--- src/hw/rtl/oaht_ram.sv ---
// Generic single-write, single-read RAM with registered read data.
module oaht_ram #(
  parameter int unsigned WIDTH = 8,
  parameter int unsigned DEPTH = 16
) (
  input  logic                     clk_i,
  input  logic                     we_i,
  input  logic [$clog2(DEPTH)-1:0] waddr_i,
  input  logic [WIDTH-1:0]         wdata_i,
  input  logic                     re_i,
  input  logic [$clog2(DEPTH)-1:0] raddr_i,
  output logic [WIDTH-1:0]         rdata_o
);

  logic [WIDTH-1:0] mem_q [DEPTH];
  logic [WIDTH-1:0] rdata_q;

  // Write and read ports
  always_ff @(posedge clk_i) begin
    if (we_i) begin
      mem_q[waddr_i] <= wdata_i;
    end
    if (re_i) begin
      rdata_q <= mem_q[raddr_i];
    end
  end

  assign rdata_o = rdata_q;

endmodule

--- config.mk ---
export PLATFORM = sky130hd
export DESIGN_NAME = oaht_ram
export DESIGN_NICKNAME = d
export VERILOG_FILES = /design/src/hw/rtl/oaht_ram.sv
export SDC_FILE = /design/constraint.sdc
export NUM_CORES = 1
export LEC_CHECK = 0
export BUFFER_PORTS_ARGS = -buffer_cell sky130_fd_sc_hd__buf_2
export CAP_MARGIN = 20
export CORE_MARGIN = 10
export CORE_UTILIZATION = 40
export DETAILED_ROUTE_END_ITERATION = 8
export GPL_ROUTABILITY_DRIVEN = 0
export SKIP_LAST_GASP = 1
export SYNTH_ARGS = -nofsm -noshare
export SYNTH_HDL_FRONTEND = slang
export SYNTH_SLANG_ARGS = --single-unit
--- constraint.sdc ---
create_clock -name clk_i -period 3.1 [get_ports clk_i]
set_clock_uncertainty 0.2 [all_clocks]
set_input_delay 0.31 -clock clk_i [delete_from_list [all_inputs] [get_ports clk_i]]
set_output_delay 0.31 -clock clk_i [all_outputs]
set_load 0.02 [all_outputs]
==> impl_metrics.py, run 1 <==
metrics = {
    "outcome": {
        "status": "finished clean",
    },
    "sta": {
        "tightestPinTransition_ns": 0.8758,
        "relSlewSlack": 0.4140,
        "tns_ns": 0,
        "fmax_mhz": 500.6,
        "fin_crit_sh": 0.6444,
        "worst_slack_ns": 1.102,
        "rsz0062_at_grt": "false",
        "drv_slew": 0,
        "period_minus_slack_ns": 1.998,
        "setup_violations": 0,
        "hold_violations": 0,
    },
    "drt": {
        "wl_per_cell_um": 22.28,
        "vias": 2406,
        "antenna_left": 0,
        "drt_wl_total_um": 10310,
        "dr.first_iter.drc_count": 212,
        "firstDrtPassIters": 4,
        "vias_per_cell": 5.197,
        "drc": 0,
    },
    "critical_path": {
        "cp_top_family": "buffers and inverters",
        "crit_chain": "buf_2 > buf_4 > mux4_1 > a22oi_1 > nand2_1",
        "rr_startpoint": "mem_q[1][1]",
        "max_stage_delay_ns": 0.59,
        "critical_path_required_ns": 3.07,
        "critPathKind": "input port to register",
        "cp.arrival_ns": 1.96,
        "critPathMaxFanout": 18,
        "start_kind": "input port",
        "reg2regPathDepth": 3,
        "path_buf_inv": 2,
        "regToRegSetupSlack_ns": 1.41,
        "cp_slowest_cell": "mux4_1",
        "r2r_end": "rdata_o[1]",
        "cp-end-kind": "register",
    },
    "cts": {
        "clockBufferDepth": 2,
        "cts.sinks": 136,
        "numCtsBuffers": 17,
        "cts-hold-fix-buffers": 0,
        "htreeDepth": 4,
        "clock-root-buffer": "clkbuf_16",
        "clock_latency_ns": 0.42,
        "postCtsSetupRepairBufs": 0,
        "path_clk_slew_ns": 0.06,
        "cts_resized": 0,
        "cts_tree": "yes",
    },
    "floorplanning": {
        "die_width_um": 134.3,
        "std_cell_rows": 41,
        "core_area_um2": 12720,
        "die_h_um": 134.3,
        "die_area_um2": 18040,
        "io_pins": 27,
        "start_util": 0.4109,
    },
    "global_route": {
        "grt_max_degree": 19,
        "grt_pass1_wl_um": 15790,
        "grt_pass1_vias": 2609,
        "antenna_found_initial": 0,
        "grtUsageTotal": 0.1215,
        "gr-total-overflow": 0,
    },
    "power_and_ir_drop": {
        "pwr_density_cell_nw_per_um2": 659.7,
        "vdd_ir_drop_max_mv": 0.3604,
        "power.static_leakage_nw": 2.031,
        "totalPowerFinal_mw": 4.041,
    },
    "hold_path": {
        "hold_path_class": "input port to register",
        "min_to": "rdata_o[1]",
        "min_path_cells": 1,
        "worstHoldStart": "re_i",
    },
    "final_layout": {
        "finalNetCount": 297,
        "areaGrowthSynthToFinish_pct": 17.19,
        "num_antenna_cells": 0,
        "layoutNonFillerInstCount": 463,
        "final_area_um2": 6126,
        "drive_above_1_share": 0.3093,
    },
    "placement": {
        "dpl_worst_slack_ns": 0.6529,
        "portBuffers": 26,
        "dp_cells": 431,
        "hpwl_um": 6586,
        "placed_area_um2": 5592,
    },
    "yosys": {
        "ys_warn_count": 0,
        "synth_cells": 229,
        "synth_nets": 248,
        "synth-seq-cells": 136,
        "yosysUniqueCellTypes": 18,
        "ys_seq_area_frac": 0.7812,
        "netlist_area_um2": 5228,
        "synth.avg_cell_area_um2": 22.83,
    },
    "run": {
        "drv_cap": 0,
    },
}
-- final cells by class --
cell class / instances / area [µm²]
flip-flops and latches: 136 / 4084
clock buffers: 18 / 429.2
well taps: 172 / 215.2
fillers: 1076 / 6596
clock inverters: 14 / 105.1
repair buffers: 40 / 235.2
multi-input cells: 83 / 1057
-- state kept, by name, summed over array words and instances, names as in the netlist --
register and flops:
mem_q 128, rdata_o 8
-- routing by layer --
metal / global-route usage / vias to the layer above / routed length [µm]
met3: 0.04294 / 8 / 536
met1: 0.1518 / 1249 / 4518
met2: 0.1885 / 73 / 5158
li1: - / 1076 / -
met5: 0 / - / 0
met4: 0.04897 / 0 / 100
-- cells in the mapped netlist --
master           number  area [µm²]
nor3_1                4       20.02
mux4_1               14       367.9
nor2_1               13       48.80
a22oi_1              16       120.1
nand3_1               1       5.000
nand2b_1              2       12.51
clkdlybuf4s25_2       3       30.03
nand3b_1              2       15.01
and2b_1               1       7.510
and2_1                1       6.260
mux4_2               18       405.4
buf_6                 3       33.78
nand2_1               9       33.78
buf_4                 1       7.510
nor2b_1               1       6.260
edfxtp_1            136        4084
or3b_2                1       8.760
buf_2                 3       15.01
-- how the worst max path moves through the flow --
stage	start	to	slack, ns	cells after the start
6_report	raddr_i[0]	rdata_o[1]	1.10	5
2_1_floorplan	waddr_i[2]	mem_q[0][0]	1.10	2
4_1_cts	raddr_i[0]	rdata_o[1]	1.08	5
3_3_place_gp	raddr_i[0]	rdata_o[1]	0.66	5
3_5_place_dp	raddr_i[0]	rdata_o[1]	0.65	5
5_1_grt	raddr_i[0]	rdata_o[2]	0.98	5
-- cell usage in the layout, fill, tap and decap left out, drive strengths merged, types with 2 or more instances in the layout --
| master | n |
|---|---|
| clkbuf | 18 |
| nand2b | 2 |
| clkinv | 8 |
| nand3b | 2 |
| buf | 40 |
| nor3 | 4 |
| clkinvlp | 5 |
| edfxtp | 136 |
| mux4 | 32 |
| nor2 | 13 |
| nand2 | 9 |
| a22oi | 16 |
-- stage by stage --
stage | utilization | hold slack, ns
floorplan | - | 0.2089
global placement | 0.4395 | 0.4897
detailed placement | 0.4395 | 0.4987
CTS | 0.4815 | 0.06243
global route | 0.4815 | 0.06340
finish | 0.4815 | 0.06320
-- cells by family after synthesis --
logic type	share of synthesized area
AOI/OAI and AO/OA	0.02298
buffers and inverters	0.01651
DFF	0.7812
muxes	0.1479
and+or+nand+nor	0.03136
-- power breakdown --
part | leakage [nW] | internal (mW) | switching [mW] | total (mW)
clock | 0.248 | 1.02 | 0.742 | 1.76
sequential | 1.24 | 2.07 | 0.0111 | 2.08
combinational | 0.546 | 0.0766 | 0.117 | 0.194
total | 2.03 | 3.17 | 0.871 | 4.04
(Power assumes the default switching activity.)
==> inputs of run 2 (changes only) <==
--- a/config.mk
+++ b/config.mk
@@ -5,6 +5,7 @@
 export SDC_FILE = /design/constraint.sdc
 export NUM_CORES = 1
 export LEC_CHECK = 0
+export ABC_AREA = 1
 export BUFFER_PORTS_ARGS = -buffer_cell sky130_fd_sc_hd__buf_2
 export CAP_MARGIN = 20
 export CORE_MARGIN = 10
==> constraint.sdc (replaced) <==
create_clock -name clk_i -period 2 [get_ports clk_i]
set_clock_uncertainty 0.2 [all_clocks]
set_input_delay 0.2 -clock clk_i [delete_from_list [all_inputs] [get_ports clk_i]]
set_output_delay 0.2 -clock clk_i [all_outputs]
set_load 0.02 [all_outputs]
==> run 2 against run 1 <==
  * Core utilization is 0.42 points lower
  * Largest power group is now clock
  * Flip-flop and latch count stayed put
  * Non-clock buffer count is 8 higher
  * First-iteration DRC count is 110% higher
  * Clock power is 94% higher
  * Design area is 12% higher
  * Sequential power is 55% higher
==> impl_metrics.py, run 2 <==
metrics = {
    "yosys": {
        "netlist_top_cells_count": "nand2_1 (173), edfxtp_1 (136), inv_1 (100)",
        "synth-compound-area-share": 0,
        "synth.avg_cell_area_um2": 10.61,
        "yosysMostFrequentCell": "nand2_1",
        "synth_fa_ha_area_frac": 0,
        "yosysUniqueCellTypes": 11,
        "ys_seq_area_frac": 0.6985,
        "synth_top_family_by_area": "simple AND/OR/NAND/NOR gates",
        "synth_top_area_share": 0.6985,
        "synth-async-reset-ratio": 0,
        "synth-simple-area-share": 0.2076,
        "synth_edf_count": 136,
        "synthXorXnorAreaFrac": 0,
        "ys.flop_type": "edfxtp_1",
        "muxShareOfSynthArea": 0,
        "synth_nets": 570,
        "synth_cells": 551,
        "synth-seq-cells": 136,
        "synth.area.top_cells": "edfxtp_1 (70%), nand2_1 (11%), nand3_1 (8.3%)",
        "post-synth-top-area-cell": "edfxtp_1",
        "ys_warn_count": 0,
        "netlist_area_um2": 5847,
    },
    "critical_path": {
        "cp-end-kind": "primary output",
        "cp_top_family": "flip-flops",
        "critPathKind": "register to primary output",
        "cp.arrival_ns": 1.01,
        "crit_chain": "buf_2",
        "critical_path_required_ns": 1.60,
        "max_stage_delay_ns": 0.41,
        "cp_slowest_cell": "edfxtp_1",
        "start_kind": "register",
        "critPathMaxFanout": 1,
        "path_buf_inv": 1,
    },
    "floorplanning": {
        "die_h_um": 140.9,
        "core_area_um2": 14420,
        "io_pins": 27,
        "std_cell_rows": 44,
        "die_area_um2": 19850,
        "die_width_um": 140.9,
        "start_util": 0.4054,
    },
    "power_and_ir_drop": {
        "pwr-share-clk": 0.484,
        "p_sw_mw": 1.500,
        "combPwrFrac": 0.058,
        "switching_share": 0.2130,
        "vdd_ir_drop_max_mv": 0.6156,
        "power.static_leakage_nw": 2.965,
        "p_int_mw": 5.543,
        "power_frac_seq": 0.458,
        "pwr_density_cell_nw_per_um2": 1023,
    },
    "run": {
        "drv_cap": 0,
    },
    "global_route": {
        "grt_max_degree": 65,
        "antenna_found_initial": 0,
        "grtUsageTotal": 0.1393,
        "grt_pass1_vias": 3873,
        "grt_pass1_wl_um": 21180,
        "gr-total-overflow": 0,
    },
    "cts": {
        "cts.sinks": 136,
        "path_clk_slew_ns": 0.06,
        "clockBufferDepth": 2,
        "postCtsSetupRepairBufs": 0,
        "htreeDepth": 4,
        "cts_tree": "yes",
        "clock-root-buffer": "clkbuf_16",
        "clock_latency_ns": 0.41,
        "numCtsBuffers": 17,
    },
    "final_layout": {
        "most-common-layout-cells": "nand2_1 (173), edfxtp_1 (136), inv_1 (100)",
        "drive_above_1_share": 0.1318,
        "largest_reg_flops": 128,
        "layout_commonest_cell": "nand2_1",
        "final_util": 0.4774,
        "areaGrowthSynthToFinish_pct": 17.76,
        "fillers": 1313,
        "num_antenna_cells": 0,
        "finalNetCount": 613,
        "top_register": "mem_q",
    },
    "placement": {
        "dpl_worst_slack_ns": 0.2135,
        "hpwl_um": 8215,
        "portBuffers": 26,
    },
    "drt": {
        "vias_per_cell": 4.867,
        "dr.first_iter.drc_count": 443,
        "vias": 3850,
        "wl_per_cell_um": 17.09,
        "antenna_left": 0,
        "firstDrtPassIters": 5,
        "drt_wl_total_um": 13520,
        "drc": 0,
    },
    "sta": {
        "fin_crit_sh": 0.7034,
        "rsz0062_at_grt": "false",
        "drv_slew": 0,
        "period_minus_slack_ns": 1.407,
        "fmax_mhz": 710.8,
        "tightestPinTransition_ns": 0.6387,
        "tns_ns": 0,
        "worst_slack_ns": 0.5932,
        "hold_violations": 0,
        "relSlewSlack": 0.5736,
        "setup_violations": 0,
    },
    "hold_path": {
        "hold_path_class": "input port to register",
    },
    "outcome": {
        "status": "finished clean",
    },
}
## run 2: cell families after synthesis
group                  Yosys count
and+or+nand+nor                289
DFF                            136
buffers and inverters          126
## run 2: path summary, 6_finish.rpt
path	start	endpoint	slack, ns	cells past startpoint
worst max-delay path	rdata_o[6]	rdata_o[6]	0.59	1
worst min-delay path	wdata_i[4]	mem_q[6][4]	0.007	1
worst max register to register	mem_q[5][7]	rdata_o[7]	0.63	6
worst min register to register	mem_q[10][3]	rdata_o[3]	0.55	6
## run 2: layout make-up
type | count | area (µm²) | area share
timing repair buffer | 48 | 322.8 | 0.04688
sequential | 136 | 4084 | 0.5931
clock inverter | 15 | 226.5 | 0.03289
inverter | 102 | 382.9 | 0.05561
multi-input combinational | 289 | 1214 | 0.1763
clock buffer | 17 | 425.4 | 0.06178
tap | 184 | 230.2 | 0.03344
## run 2: routing by layer
metal,share of wire,global-route usage,up-vias,wire (µm)
li1,-,-,1869,-
met1,0.45,0.1745,1859,6079
met2,0.48,0.2239,101,6502
met3,0.049,0.03594,21,667
met4,0.020,0.05761,0,271
met5,0,0,-,0
## run 2: through the flow
step	instances	power (mW)	hold WS (ns)	area (µm²)
floorplan	551	3.528	0.09887	5847
global placement	758	3.688	0.3730	6223
detailed placement	758	3.696	0.3771	6223
CTS	791	7.084	0.003400	6885
global route	791	7.281	0.009533	6885
finish	791	7.043	0.007434	6885
## run 2: power groups by stage
stage                     clock (mW)  combinational (mW)  sequential [mW]
after global routing            3.60               0.453             3.23
after detailed placement           0               0.407             3.29
after global placement             0               0.400             3.29
final                           3.41               0.406             3.23
after CTS                       3.44               0.411             3.23
after floorplan                    0               0.225             3.30
## run 2: timing repair
item,4_1_cts,5_1_grt
endpoints found under the hold margin,8,0
resized for setup,0,0
hold buffers,1,0
