`src/hw/rtl/oaht_pkg.sv`:
```
// Shared types and constants of the open-addressing hash table.
package oaht_pkg;

  // Hash and probe constants: home = ((3*key + 7) mod 101) mod size,
  // probe i = home + 5*i + 3*i*i.
  localparam int unsigned HASH_MUL   = 3;
  localparam int unsigned HASH_ADD   = 7;
  localparam int unsigned HASH_MOD   = 101;
  localparam int unsigned PROBE_LIN  = 5;
  localparam int unsigned PROBE_QUAD = 3;

  // Highest shift of the divisor for each reduction; the operand is always
  // below divisor * 2^(shift+1).
  localparam int unsigned SHIFT_W     = 4;
  localparam int unsigned HASH_SHIFT  = 10;  // 3*65535+7 < 101*2048
  localparam int unsigned HOME_SHIFT  = 6;   // 100 < 1*128
  localparam int unsigned STEP_SHIFT  = 2;   // 6 < 1*8
  localparam int unsigned DELTA_SHIFT = 3;   // 8 < 1*16

  // Narrowest reduction datapath that holds 3*key+7.
  localparam int unsigned REDUCE_MIN_W = 18;

  localparam logic [7:0] CFG_RESET = 8'd128;

  typedef enum logic [1:0] {
    OP_INSERT = 2'd0,
    OP_SEARCH = 2'd1,
    OP_DELETE = 2'd2
  } op_e;

  typedef enum logic [1:0] {
    ST_OK      = 2'd0,
    ST_MISSING = 2'd1,
    ST_FULL    = 2'd2
  } status_e;

  typedef enum logic [1:0] {
    MARK_EMPTY = 2'd0,
    MARK_USED  = 2'd1,
    MARK_GONE  = 2'd2
  } mark_e;

  typedef struct packed {
    logic [1:0]  op;
    logic [15:0] key;
    logic [31:0] value;
  } req_t;

  typedef struct packed {
    status_e     status;
    logic [6:0]  slot;
    logic [31:0] found_value;
  } res_t;

  // One table slot as stored in memory.
  typedef struct packed {
    logic [1:0]  mark;
    logic [15:0] key;
    logic [31:0] value;
  } ent_t;

endpackage

```
`src/hw/rtl/oaht_reduce.sv`:
```
// Shared compare-subtract unit: reduces an operand modulo a divisor,
// one shifted divisor per cycle, from a given shift down to zero.
module oaht_reduce #(
  parameter int unsigned UW = 18,
  parameter int unsigned DW = 8
) (
  input  logic                        clk_i,
  input  logic                        rst_ni,
  input  logic                        load_i,
  input  logic [UW-1:0]               a_i,
  input  logic [DW-1:0]               div_i,
  input  logic [oaht_pkg::SHIFT_W-1:0] sh_i,
  output logic [UW-1:0]               r_o,
  output logic                        done_o
);

  logic [UW-1:0]                r_q, r_d;
  logic [DW-1:0]                div_q;
  logic [oaht_pkg::SHIFT_W-1:0] k_q;
  logic                         run_q;

  logic [UW-1:0]                cur_r;
  logic [DW-1:0]                cur_div;
  logic [oaht_pkg::SHIFT_W-1:0] cur_k;
  logic [UW-1:0]                sub;

  // One restoring step on either the new operand or the running remainder
  always_comb begin
    cur_r   = load_i ? a_i : r_q;
    cur_div = load_i ? div_i : div_q;
    cur_k   = load_i ? sh_i : k_q;
    sub     = UW'(cur_div) << cur_k;
    r_d     = (cur_r >= sub) ? (cur_r - sub) : cur_r;
  end

  // Run flag, high while shift steps remain; the next block holds the divisor and advances the shift count
  always_ff @(posedge clk_i or negedge rst_ni) begin
    if (!rst_ni) begin
      run_q <= 1'b0;
    end else if (load_i) begin
      run_q <= (sh_i != '0);
    end else if (run_q) begin
      run_q <= (k_q != '0);
    end
  end

  always_ff @(posedge clk_i) begin
    if (load_i) begin
      r_q   <= r_d;
      div_q <= div_i;
      k_q   <= sh_i - 1'b1;
    end else if (run_q) begin
      r_q <= r_d;
      k_q <= k_q - 1'b1;
    end
  end

  assign r_o    = r_q;
  assign done_o = !run_q;

endmodule

```
`config.mk`:
```
export PLATFORM = sky130hd
export DESIGN_NAME = oaht_reduce
export DESIGN_NICKNAME = d
export VERILOG_FILES = /design/src/hw/rtl/oaht_pkg.sv /design/src/hw/rtl/oaht_reduce.sv
export SDC_FILE = /design/constraint.sdc
export NUM_CORES = 1
export LEC_CHECK = 0
export BUFFER_PORTS_ARGS = -buffer_cell sky130_fd_sc_hd__buf_2
export CAP_MARGIN = 20
export CORE_MARGIN = 2
export CORE_UTILIZATION = 45
export DETAILED_ROUTE_END_ITERATION = 16
export PLACE_DENSITY_LB_ADDON = 0.2
export SLEW_MARGIN = 25
export SYNTH_ARGS = -nofsm -noshare
export SYNTH_HDL_FRONTEND = slang
export SYNTH_SLANG_ARGS = --single-unit
```
`constraint.sdc`:
```
create_clock -name clk_i -period 3.5 [get_ports clk_i]
set_input_delay 1.05 -clock clk_i [delete_from_list [all_inputs] [get_ports clk_i]]
set_output_delay 1.05 -clock clk_i [all_outputs]
set_load 0.05 [all_outputs]
```
==> flow_metrics.py, run 1 <==
metrics = {
    "status": {
        "status": "complete, but fails checks",
        "violations": "negative setup slack",
    },
    "grt": {
        "grtUsageTotal_pct": 26.55,
        "grt_pass1_vias": 3250,
        "grt_max_degree": 23,
        "grt_overflow_total": 0,
        "grt_first_pass_wirelength_mm": 15.44,
        "antenna_found_initial": 0,
    },
    "synthesis": {
        "ys_seq_elements": 31,
        "synth_area_leaders": "edfxtp_1 22%, mux2_2 10%, ha_1 7.8%",
        "synth_top_cell_area_share_pct": 21.78,
        "syn_nets": 369,
        "avgSynthCellArea_um2": 9.598,
        "yosys.area.top_type": "edfxtp_1",
        "synth_cell_types": 63,
        "synth_ff_type": "edfxtp_1",
        "synth-edff-count": 22,
        "syn_inst": 316,
        "ys_async_sr_fraction_pct": 3.226,
        "syn-cell-area_um2": 3033,
        "synth_warnings": 0,
        "synth_seq_area_share_pct": 27.89,
    },
    "setup_path": {
        "slowest_stage": "a31oi_1",
        "timing.critical_path.buf_inv": 7,
        "required_ps": 3550,
        "cp_slowest_stage_delay_ps": 360,
        "r2r_start": "k_q[0]",
        "path_delay_family": "buffers and inverters",
        "crit_path_end_kind": "register",
        "cpMostUsedCell": "buf_4",
        "r2r-end": "r_o[8]",
        "crit_type": "input pin to register",
        "startpoint_type": "input pin",
        "crit_fanout": 7,
        "crit_chain": "buf_12 > mux2i_4 > buf_6 > mux2i_4 > buf_6 > o21ai_4 > buf_4 > buf_4 > nand2_1 > ha_4 > nand2b_4 > a21o_1 > buf_4 > a31oi_1 > buf_4 > xor2_1 > mux2_4",
        "crit_arrival_ps": 3940,
        "r2r_slack_ps": 120,
        "ff2ff_path_depth": 16,
    },
    "floorplan": {
        "start_util_pct": 47.22,
        "row_count": 29,
        "die_w_um": 86.10,
        "ioPinCount": 52,
        "dieHeight_um": 86.10,
        "core_area_um2": 6422,
        "die-area_um2": 7412,
    },
    "route": {
        "firstDrtPassIters": 5,
        "drtIter0Drc": 203,
        "vias_per_cell": 5.757,
        "num_vias": 3218,
        "drc": 0,
        "wl_mm": 9.885,
        "wl_per_cell_um": 17.68,
        "final_antenna_net_count": 0,
    },
    "cts": {
        "clk_latency_ps": 290,
        "cts_tree": "built",
        "htreeDepth": 2,
        "clkSinkCount": 31,
        "clock_path_buffers": 2,
        "clk_pin_slew_ps": 80,
        "numCtsBuffers": 5,
        "cts_hold_buffers": 0,
        "cts-root-buf": "clkbuf_8",
    },
    "power": {
        "ir_drop_mv": 0.6498,
        "leakage_uw": 0.002093,
        "powerDensity_nw_per_um2": 997.7,
    },
    "placement": {
        "placed_area_um2": 4153,
        "io_buffer_count": 51,
        "place_hpwl_mm": 6.789,
        "globalplace.congestion": 0.9025,
        "placed_cells": 533,
    },
    "sta": {
        "fin_skew_ps": 9.526,
        "post-route-period-util_pct": 111.0,
        "relSlewSlack_pct": 59.59,
        "fin_ws_ps": -384.8,
        "finalSetupViolCount": 18,
        "hold_ws_ps": 516.8,
        "min_period_ps": 3885,
        "drv_slew": 0,
        "finalHoldViolCount": 0,
        "tightest_slew_ps": 606.2,
        "fmax_mhz": 257.4,
        "grt_setup_unrepaired": "true",
    },
    "job": {
        "maxCapViolCount": 0,
    },
    "final_layout": {
        "final_util_pct": 74.28,
        "area_delta_synth_final_pct": 57.30,
        "fin_cells": 559,
        "drive_gt1_share_pct": 59.75,
        "finalInstanceArea_um2": 4771,
        "nets": 534,
        "antenna_cells": 0,
    },
    "min_path": {
        "holdCritPathClass": "input pin to asynchronous set/reset pin",
    },
}
[metrics by stage]
stage	setup TNS (ps)	power, µW	setup slack (ps)
global placement	-13020	3813	-788.3
global route	-7527	5035	-442.7
floorplan	-6760	2795	-507.6
finish	-5916	4760	-384.8
detailed placement	-14180	3876	-850.8
CTS	-5510	4544	-333.5
[routing by layer]
| metal | track usage [%] | up-vias | wire length, µm |
|---|---|---|---|
| li1 | - | 1519 | - |
| met5 | 0 | - | 0 |
| met1 | 32.70 | 1559 | 4065 |
| met2 | 47.15 | 108 | 5124 |
| met4 | 8.802 | 0 | 257 |
| met3 | 3.946 | 32 | 438 |
[placed cells by master (no fill, tap or decap), types with 3 or more instances in the layout]
master / synthesis / layout
buf_4: 4 / 110
buf_2: 7 / 50
mux2_2: 27 / 25
nand2_1: 30 / 25
nor2_1: 24 / 22
edfxtp_1: 22 / 22
a21oi_2: 0 / 12
a21oi_1: 26 / 12
mux2_4: 9 / 11
ha_1: 19 / 11
mux2i_4: 1 / 9
mux2i_1: 19 / 9
o211ai_1: 9 / 9
inv_1: 9 / 9
xnor2_1: 9 / 9
buf_6: 0 / 9
nand3_1: 8 / 8
ha_4: 0 / 8
dfxtp_1: 8 / 8
a21o_1: 7 / 7
nand2_2: 1 / 5
clkbuf_8: 0 / 5
a21oi_4: 2 / 4
clkinv_2: 0 / 4
o21ai_0: 7 / 4
xor2_1: 4 / 4
o21ai_2: 0 / 3
o21ai_4: 1 / 3
nand4_1: 3 / 3
o2111ai_1: 5 / 3
[power by group]
part | leakage, µW | total [µW] | switching [µW] | internal (µW)
combinational | 0.00174 | 3780 | 1950 | 1840
clock | 0.0000477 | 294 | 158 | 136
sequential | 0.000305 | 685 | 70.4 | 614
[cell families after synthesis]
family | count (synthesis) | synth area share [%]
multiplexers | 56 | 21.49
flip-flops | 31 | 27.89
AND/OR/NAND/NOR | 90 | 14.81
XOR/XNOR | 13 | 3.754
adder cells (fa/ha/maj) | 20 | 8.498
buffers and inverters | 23 | 4.166
AO/OA/AOI/OAI | 83 | 19.39
[synthesized netlist by cell type, types with 2 or more instances]
master	count
o41ai_1	2
xor2_1	4
o21ai_0	7
a31oi_1	2
nand4_1	3
edfxtp_1	22
ha_1	19
dfxtp_1	8
o21ai_1	4
nand2b_1	3
nand2_1	30
a21oi_4	2
buf_2	7
buf_4	4
a22oi_1	2
a21oi_1	26
mux2_4	9
inv_1	9
o31ai_1	3
mux2_2	27
xnor2_1	9
o2111ai_1	5
nor3_1	4
a21o_1	7
mux2i_1	19
nand3_1	8
or2_2	2
and2_1	2
o211ai_1	9
nor2_1	24
nor2b_1	2
[layout make-up]
type	instances	area (µm²)
clock buffer	5	68.82
clock inverter	3	15.01
multi-input combinational	262	2489
sequential	31	845.8
tap	77	96.34
timing repair buffer	171	1217
fill	443	1652
inverter	10	38.79
[flip-flops by register name, indices dropped and copies added (netlist names)]
name / cells
r_o: 18
div_q: 8
k_q: 4
run_q: 1
[how the worst max path moves through the flow]
stage / from / cells after the start / endpoint
3_5_place_dp: load_i / 16 / r_o[8]
5_1_grt: load_i / 18 / r_o[17]
3_3_place_gp: load_i / 15 / r_o[16]
4_1_cts: load_i / 17 / r_o[9]
2_1_floorplan: load_i / 15 / r_o[10]
6_report: load_i / 17 / r_o[8]
[repair_timing]
| item | 4_1_cts | 5_1_grt |
|---|---|---|
| pin swaps | 26 | 35 |
| gates cloned | 1 | 0 |
| resized for setup | 61 | 21 |
| endpoints found under the setup margin | 18 | 18 |
| setup buffers | 16 | 4 |
Note: power is estimated with default switching activity, not from simulation.
==> run 2: changes to the inputs <==
--- a/config.mk
+++ b/config.mk
@@ -9,9 +9,10 @@
 export CAP_MARGIN = 20
 export CORE_MARGIN = 2
 export CORE_UTILIZATION = 45
+export CTS_CLUSTER_SIZE = 40
 export DETAILED_ROUTE_END_ITERATION = 16
+export GPL_TIMING_DRIVEN = 0
 export PLACE_DENSITY_LB_ADDON = 0.2
-export SLEW_MARGIN = 25
 export SYNTH_ARGS = -nofsm -noshare
 export SYNTH_HDL_FRONTEND = slang
 export SYNTH_SLANG_ARGS = --single-unit
==> run 2 against run 1 <==
  * The run still ends with negative setup slack left
  * Via count shrank 11%
  * Final area decreased by 11%
  * Critical path type unchanged
  * Register-to-register slack worse by 110 ps
==> flow_metrics.py, run 2 (same netlist as run 1, synthesis figures left out) <==
metrics = {
    "final_layout": {
        "final_util_pct": 65.87,
        "antenna_cells": 0,
        "largest_reg_flops": 18,
        "drive_gt1_share_pct": 51.82,
        "nets": 465,
        "final_cell_mix": "52 x buf_2, 36 x buf_4, 28 x nand2_1",
        "area_delta_synth_final_pct": 39.48,
        "finalInstanceArea_um2": 4230,
        "final_common_cell": "buf_2",
    },
    "cts": {
        "clk_pin_slew_ps": 70,
        "htreeDepth": 2,
        "cts_tree": "built",
        "cts-root-buf": "clkbuf_8",
        "clkSinkCount": 31,
        "numCtsBuffers": 5,
        "clk_latency_ps": 290,
        "clock_path_buffers": 2,
    },
    "placement": {
        "place_hpwl_mm": 5.912,
        "globalplace.congestion": 0.9075,
        "io_buffer_count": 50,
        "pre_cts_ws_ps": -1045,
        "placed_area_um2": 3472,
    },
    "sta": {
        "tightest_slew_ps": 626.1,
        "min_period_ps": 3986,
        "grt_setup_unrepaired": "true",
        "finalHoldViolCount": 0,
        "relSlewSlack_pct": 58.26,
        "finalSetupViolCount": 18,
        "post-route-period-util_pct": 113.9,
        "fmax_mhz": 250.9,
        "drv_slew": 0,
        "fin_skew_ps": 8.956,
        "hold_ws_ps": 516.5,
        "fin_ws_ps": -486.1,
    },
    "route": {
        "m1WireLength_mm": 3.795,
        "highest_layer": "met4",
        "vias_per_cell": 5.878,
        "final_antenna_net_count": 0,
        "drc": 0,
        "routed-wl-met2_mm": 4.360,
        "drtIter0Drc": 149,
        "wl_met3_um": 504,
        "wl_per_cell_um": 18.03,
        "firstDrtPassIters": 5,
        "wl_mm": 8.834,
        "num_vias": 2880,
    },
    "grt": {
        "grt_pass1_vias": 2748,
        "grt_max_degree": 23,
        "grtUsageTotal_pct": 24.23,
        "antenna_found_initial": 0,
        "grt_overflow_total": 0,
        "grt_first_pass_wirelength_mm": 13.91,
    },
    "floorplan": {
        "die-area_um2": 7412,
        "start_util_pct": 47.22,
        "core_area_um2": 6422,
        "die_w_um": 86.10,
        "dieHeight_um": 86.10,
        "row_count": 29,
        "ioPinCount": 52,
    },
    "setup_path": {
        "crit_arrival_ps": 4040,
        "crit_type": "input pin to register",
        "startpoint_type": "input pin",
        "required_ps": 3550,
        "crit_fanout": 7,
        "crit_path_end_kind": "register",
    },
    "status": {
        "status": "complete, but fails checks",
        "violations": "negative setup slack",
    },
    "job": {
        "maxCapViolCount": 0,
    },
    "min_path": {
        "holdCritPathClass": "input pin to asynchronous set/reset pin",
    },
    "power": {
        "leakage_uw": 0.001771,
        "ir_drop_mv": 0.5531,
        "powerDensity_nw_per_um2": 1006,
    },
}
run 2: cell types whose count changed in the layout (fill, tap and decap cells not counted), moves of 2 or more:
cell     before  now
buf_2        50   52
nand2_2       5    2
ha_1         11   13
buf_4       110   36
nand2_1      25   28
buf_12        2    4
ha_4          8    5
run 2: routing by layer:
metal	track usage (%)	vias up
li1	-	1385
met4	8.802	0
met2	41.44	92
met3	3.272	16
met5	0	-
met1	31.09	1387
run 2: worst max-delay path: stages:
cell      delay, ps
buf_12          120
mux2i_4         200
buf_6           140
mux2i_4         190
mux2i_1         230
nor2_1          100
a21oi_2         200
a21oi_2         100
ha_1            320
buf_6           130
and3_4          200
nand2_2          60
a21oi_4         150
o21ai_4          80
o211ai_4        200
buf_12          140
buf_8           120
mux2_4          300
run 2: what timing repair did:
action	CTS	global route
pin swaps	26	16
setup buffers	28	10
cloned	1	0
resized for setup	68	9
hold buffers	0	0
setup endpoints to repair	18	18
run 2: worst paths after layout:
kind	from	endpoint	slack (ps)	cells past startpoint
hold / removal	rst_ni	run_q	520	1
hold reg to reg	div_q[0]	div_q[0]	520	1
min in group clk_i	div_q[0]	div_q[0]	520	1
setup / recovery	load_i	r_o[7]	-490	18
max in group asynchronous	rst_ni	run_q	2900	1
setup reg to reg	k_q[0]	r_o[7]	10	17
run 2: power by group:
group	total, µW	internal, µW	leakage, µW	switching, µW
Clock	284	136	0.0000477	148
Combinational	3290	1480	0.00142	1810
Sequential	677	613	0.000305	63.5
Total	4250	2230	0.00177	2030
run 2: final cells by class:
type,count,area (µm²)
Multi-Input combinational cell,262,2442
Sequential cell,31,845.8
Inverter,10,38.79
Clock inverter,3,15.01
Timing Repair Buffer,89,578.1
Clock buffer,5,68.82
Tap cell,77,96.34
Fill cell,528,2192
Buffer,13,145.1
run 2: stage by stage:
stage	setup TNS, ps	std cells	total power (µW)
after floorplan	-6760	316	2795
after global placement	-15550	443	3248
after detailed placement	-16340	443	3280
after CTS	-5507	480	4114
after global routing	-9087	490	4509
final	-7477	490	4254
==> run 3: changes to the inputs <==
--- a/config.mk
+++ b/config.mk
@@ -8,7 +8,7 @@
 export BUFFER_PORTS_ARGS = -buffer_cell sky130_fd_sc_hd__buf_2
 export CAP_MARGIN = 20
 export CORE_MARGIN = 2
-export CORE_UTILIZATION = 45
+export CORE_UTILIZATION = 29
 export CTS_CLUSTER_SIZE = 40
 export DETAILED_ROUTE_END_ITERATION = 16
 export GPL_TIMING_DRIVEN = 0
==> run 3 against run 2 <==
  * Sequential cell count stayed put
  * Final area grew 4.5%
  * Sequential power is essentially flat
  * Largest cell class unchanged
  * Core utilization is 23 points lower
  * Critical endpoint is now r_o[8]
  * Register-to-register slack gained 70 ps
  * Hold slack barely moved
  * The flow still finishes with violations (negative setup slack)
  * Clock power is 2% higher
==> flow_metrics.py, run 3 (same netlist as run 1, synthesis figures left out) <==
metrics = {
    "route": {
        "drc": 0,
        "num_vias": 2844,
        "wl_mm": 9.086,
        "firstDrtPassIters": 4,
        "final_antenna_net_count": 0,
        "drtIter0Drc": 97,
        "wl_per_cell_um": 16.52,
        "vias_per_cell": 5.171,
    },
    "floorplan": {
        "start_util_pct": 29.64,
        "ioPinCount": 52,
        "row_count": 37,
        "die-area_um2": 11290,
        "core_area_um2": 10230,
        "die_w_um": 106.3,
        "dieHeight_um": 106.3,
    },
    "sta": {
        "fin_ws_ps": -428.8,
        "post-route-period-util_pct": 112.3,
        "relSlewSlack_pct": 60.56,
        "grt_setup_unrepaired": "true",
        "drv_slew": 0,
        "tightest_slew_ps": 591.6,
        "fmax_mhz": 254.5,
        "finalHoldViolCount": 0,
        "min_period_ps": 3929,
        "finalSetupViolCount": 18,
        "final.setup.tns_ps": -6515,
        "fin_skew_ps": 9.642,
    },
    "power": {
        "ir_drop_mv": 0.3631,
        "leakage_uw": 0.001790,
        "powerDensity_nw_per_um2": 1005,
        "comb_power_share_pct": 78.3,
        "p_sw_uw": 2091,
        "internal-power_uw": 2354,
        "seq_power_share_pct": 15.2,
        "switching_share_pct": 47.04,
        "power_frac_clock_pct": 6.5,
    },
    "setup_path": {
        "slowest_stage": "ha_1",
        "r2r-end": "r_o[8]",
        "cp_slowest_stage_delay_ps": 310,
        "crit_path_end_kind": "register",
        "required_ps": 3550,
        "startpoint_type": "input pin",
        "crit_fanout": 7,
        "ff2ff_path_depth": 16,
        "crit_arrival_ps": 3970,
        "r2r_start": "k_q[1]",
        "critPathLaunch": "load_i",
        "r2r_slack_ps": 80,
        "crit_type": "input pin to register",
        "crit_chain": "buf_12 > mux2i_4 > buf_6 > mux2i_4 > mux2i_4 > nand2_2 > a21oi_2 > a21oi_2 > ha_1 > buf_6 > and3_4 > nand4_4 > nor3_4 > a21oi_4 > o211ai_4 > buf_12 > buf_12 > mux2_4",
    },
    "cts": {
        "cts_tree": "built",
        "htreeDepth": 2,
        "numCtsBuffers": 5,
        "clk_pin_slew_ps": 80,
        "clock_path_buffers": 2,
        "cts_hold_buffers": 0,
        "cts-root-buf": "clkbuf_8",
        "clkSinkCount": 31,
        "clk_latency_ps": 290,
    },
    "min_path": {
        "holdCritPathClass": "input pin to asynchronous set/reset pin",
    },
    "status": {
        "violations": "negative setup slack",
        "status": "complete, but fails checks",
    },
    "grt": {
        "grt_first_pass_wirelength_mm": 14.57,
        "antenna_found_initial": 0,
        "grt_max_degree": 23,
        "grtUsageTotal_pct": 16.39,
        "grt_overflow_total": 0,
        "grt_pass1_vias": 2830,
    },
    "final_layout": {
        "nets": 466,
        "final_cell_mix": "52 x buf_2, 35 x buf_4, 27 x nand2_1",
        "area_delta_synth_final_pct": 45.75,
        "final_common_cell": "buf_2",
        "drive_gt1_share_pct": 54.35,
        "antenna_cells": 0,
        "largest_reg_flops": 18,
    },
    "placement": {
        "io_buffer_count": 50,
        "globalplace.congestion": 0.8592,
        "place_hpwl_mm": 6.282,
        "pre_cts_ws_ps": -1036,
    },
    "job": {
        "maxCapViolCount": 0,
    },
}
## run 3: changes by cell type in the layout (fill, tap and decap cells not counted), moves of 2 or more
cell / delta
mux2i_4: +2
o21ai_0: -2
o31ai_4: +2
ha_4: +3
mux2_4: +3
o31ai_2: -2
mux2_2: -3
a21oi_1: -2
a21oi_2: +3
buf_6: +2
clkinv_2: -3
o21ai_2: +2
ha_1: -3
nand3_2: +2
## run 3: metal layers
metal  up-vias  GRT usage [%]  routed length [µm]
li1       1388              -                   -
met1      1375          21.31                4293
met2        68          27.75                4302
met3        13          2.698                 328
met4         0          5.075                 161
met5         -              0                   0
## run 3: cell type report
type                            count  area [µm²]
Fill cell                         977        5811
Sequential cell                    31       845.8
Tap cell                          136       170.2
Buffer                             12       141.4
Clock buffer                        6       72.57
Timing Repair Buffer               91       596.8
Multi-Input combinational cell    262        2540
Inverter                           10       42.54
Clock inverter                      2       11.26
## run 3: how the worst max path moves through the flow
stage / end / slack, ps / cells after the start
CTS: r_o[7] / -400 / 18
global placement: r_o[9] / -1090 / 14
detailed placement: r_o[7] / -1040 / 17
finish: r_o[8] / -430 / 18
floorplan: r_o[10] / -510 / 15
global route: r_o[6] / -530 / 16
## run 3: power by group through the flow
stage	clock (µW)	combinational (µW)	sequential (µW)
floorplan	0	1720	1070
global placement	0	2610	680
detailed placement	0	2610	684
CTS	302	3220	678
global route	321	3710	694
finish	291	3480	675
## run 3: per-stage QoR
stage / util (%) / cells / hold slack [ps] / cell area (µm²) / total power [µW]
finish: 43.21 / 550 / 516.6 / 4420 / 4445
global route: 43.21 / 550 / 500.5 / 4420 / 4725
CTS: 41.43 / 540 / 501.3 / 4239 / 4203
detailed placement: 34.66 / 502 / 482.0 / 3546 / 3290
global placement: 34.66 / 502 / 475.7 / 3546 / 3290
floorplan: - / 316 / 444.7 / 3126 / 2795
## run 3: critical path, delay by kind of cell
family / cells / cell delay (ps)
multiplexers: 4 / 860
buffers and inverters: 5 / 660
AND/OR/NAND/NOR: 4 / 650
AO/OA/AOI/OAI: 4 / 440
adder cells (fa/ha/maj): 1 / 310
## run 3: what timing repair did
| item | CTS | global route |
|---|---|---|
| gates cloned | 1 | 0 |
| setup buffers | 29 | 13 |
| pin swaps | 29 | 18 |
| endpoints found under the setup margin | 18 | 18 |
| resized for setup | 74 | 29 |
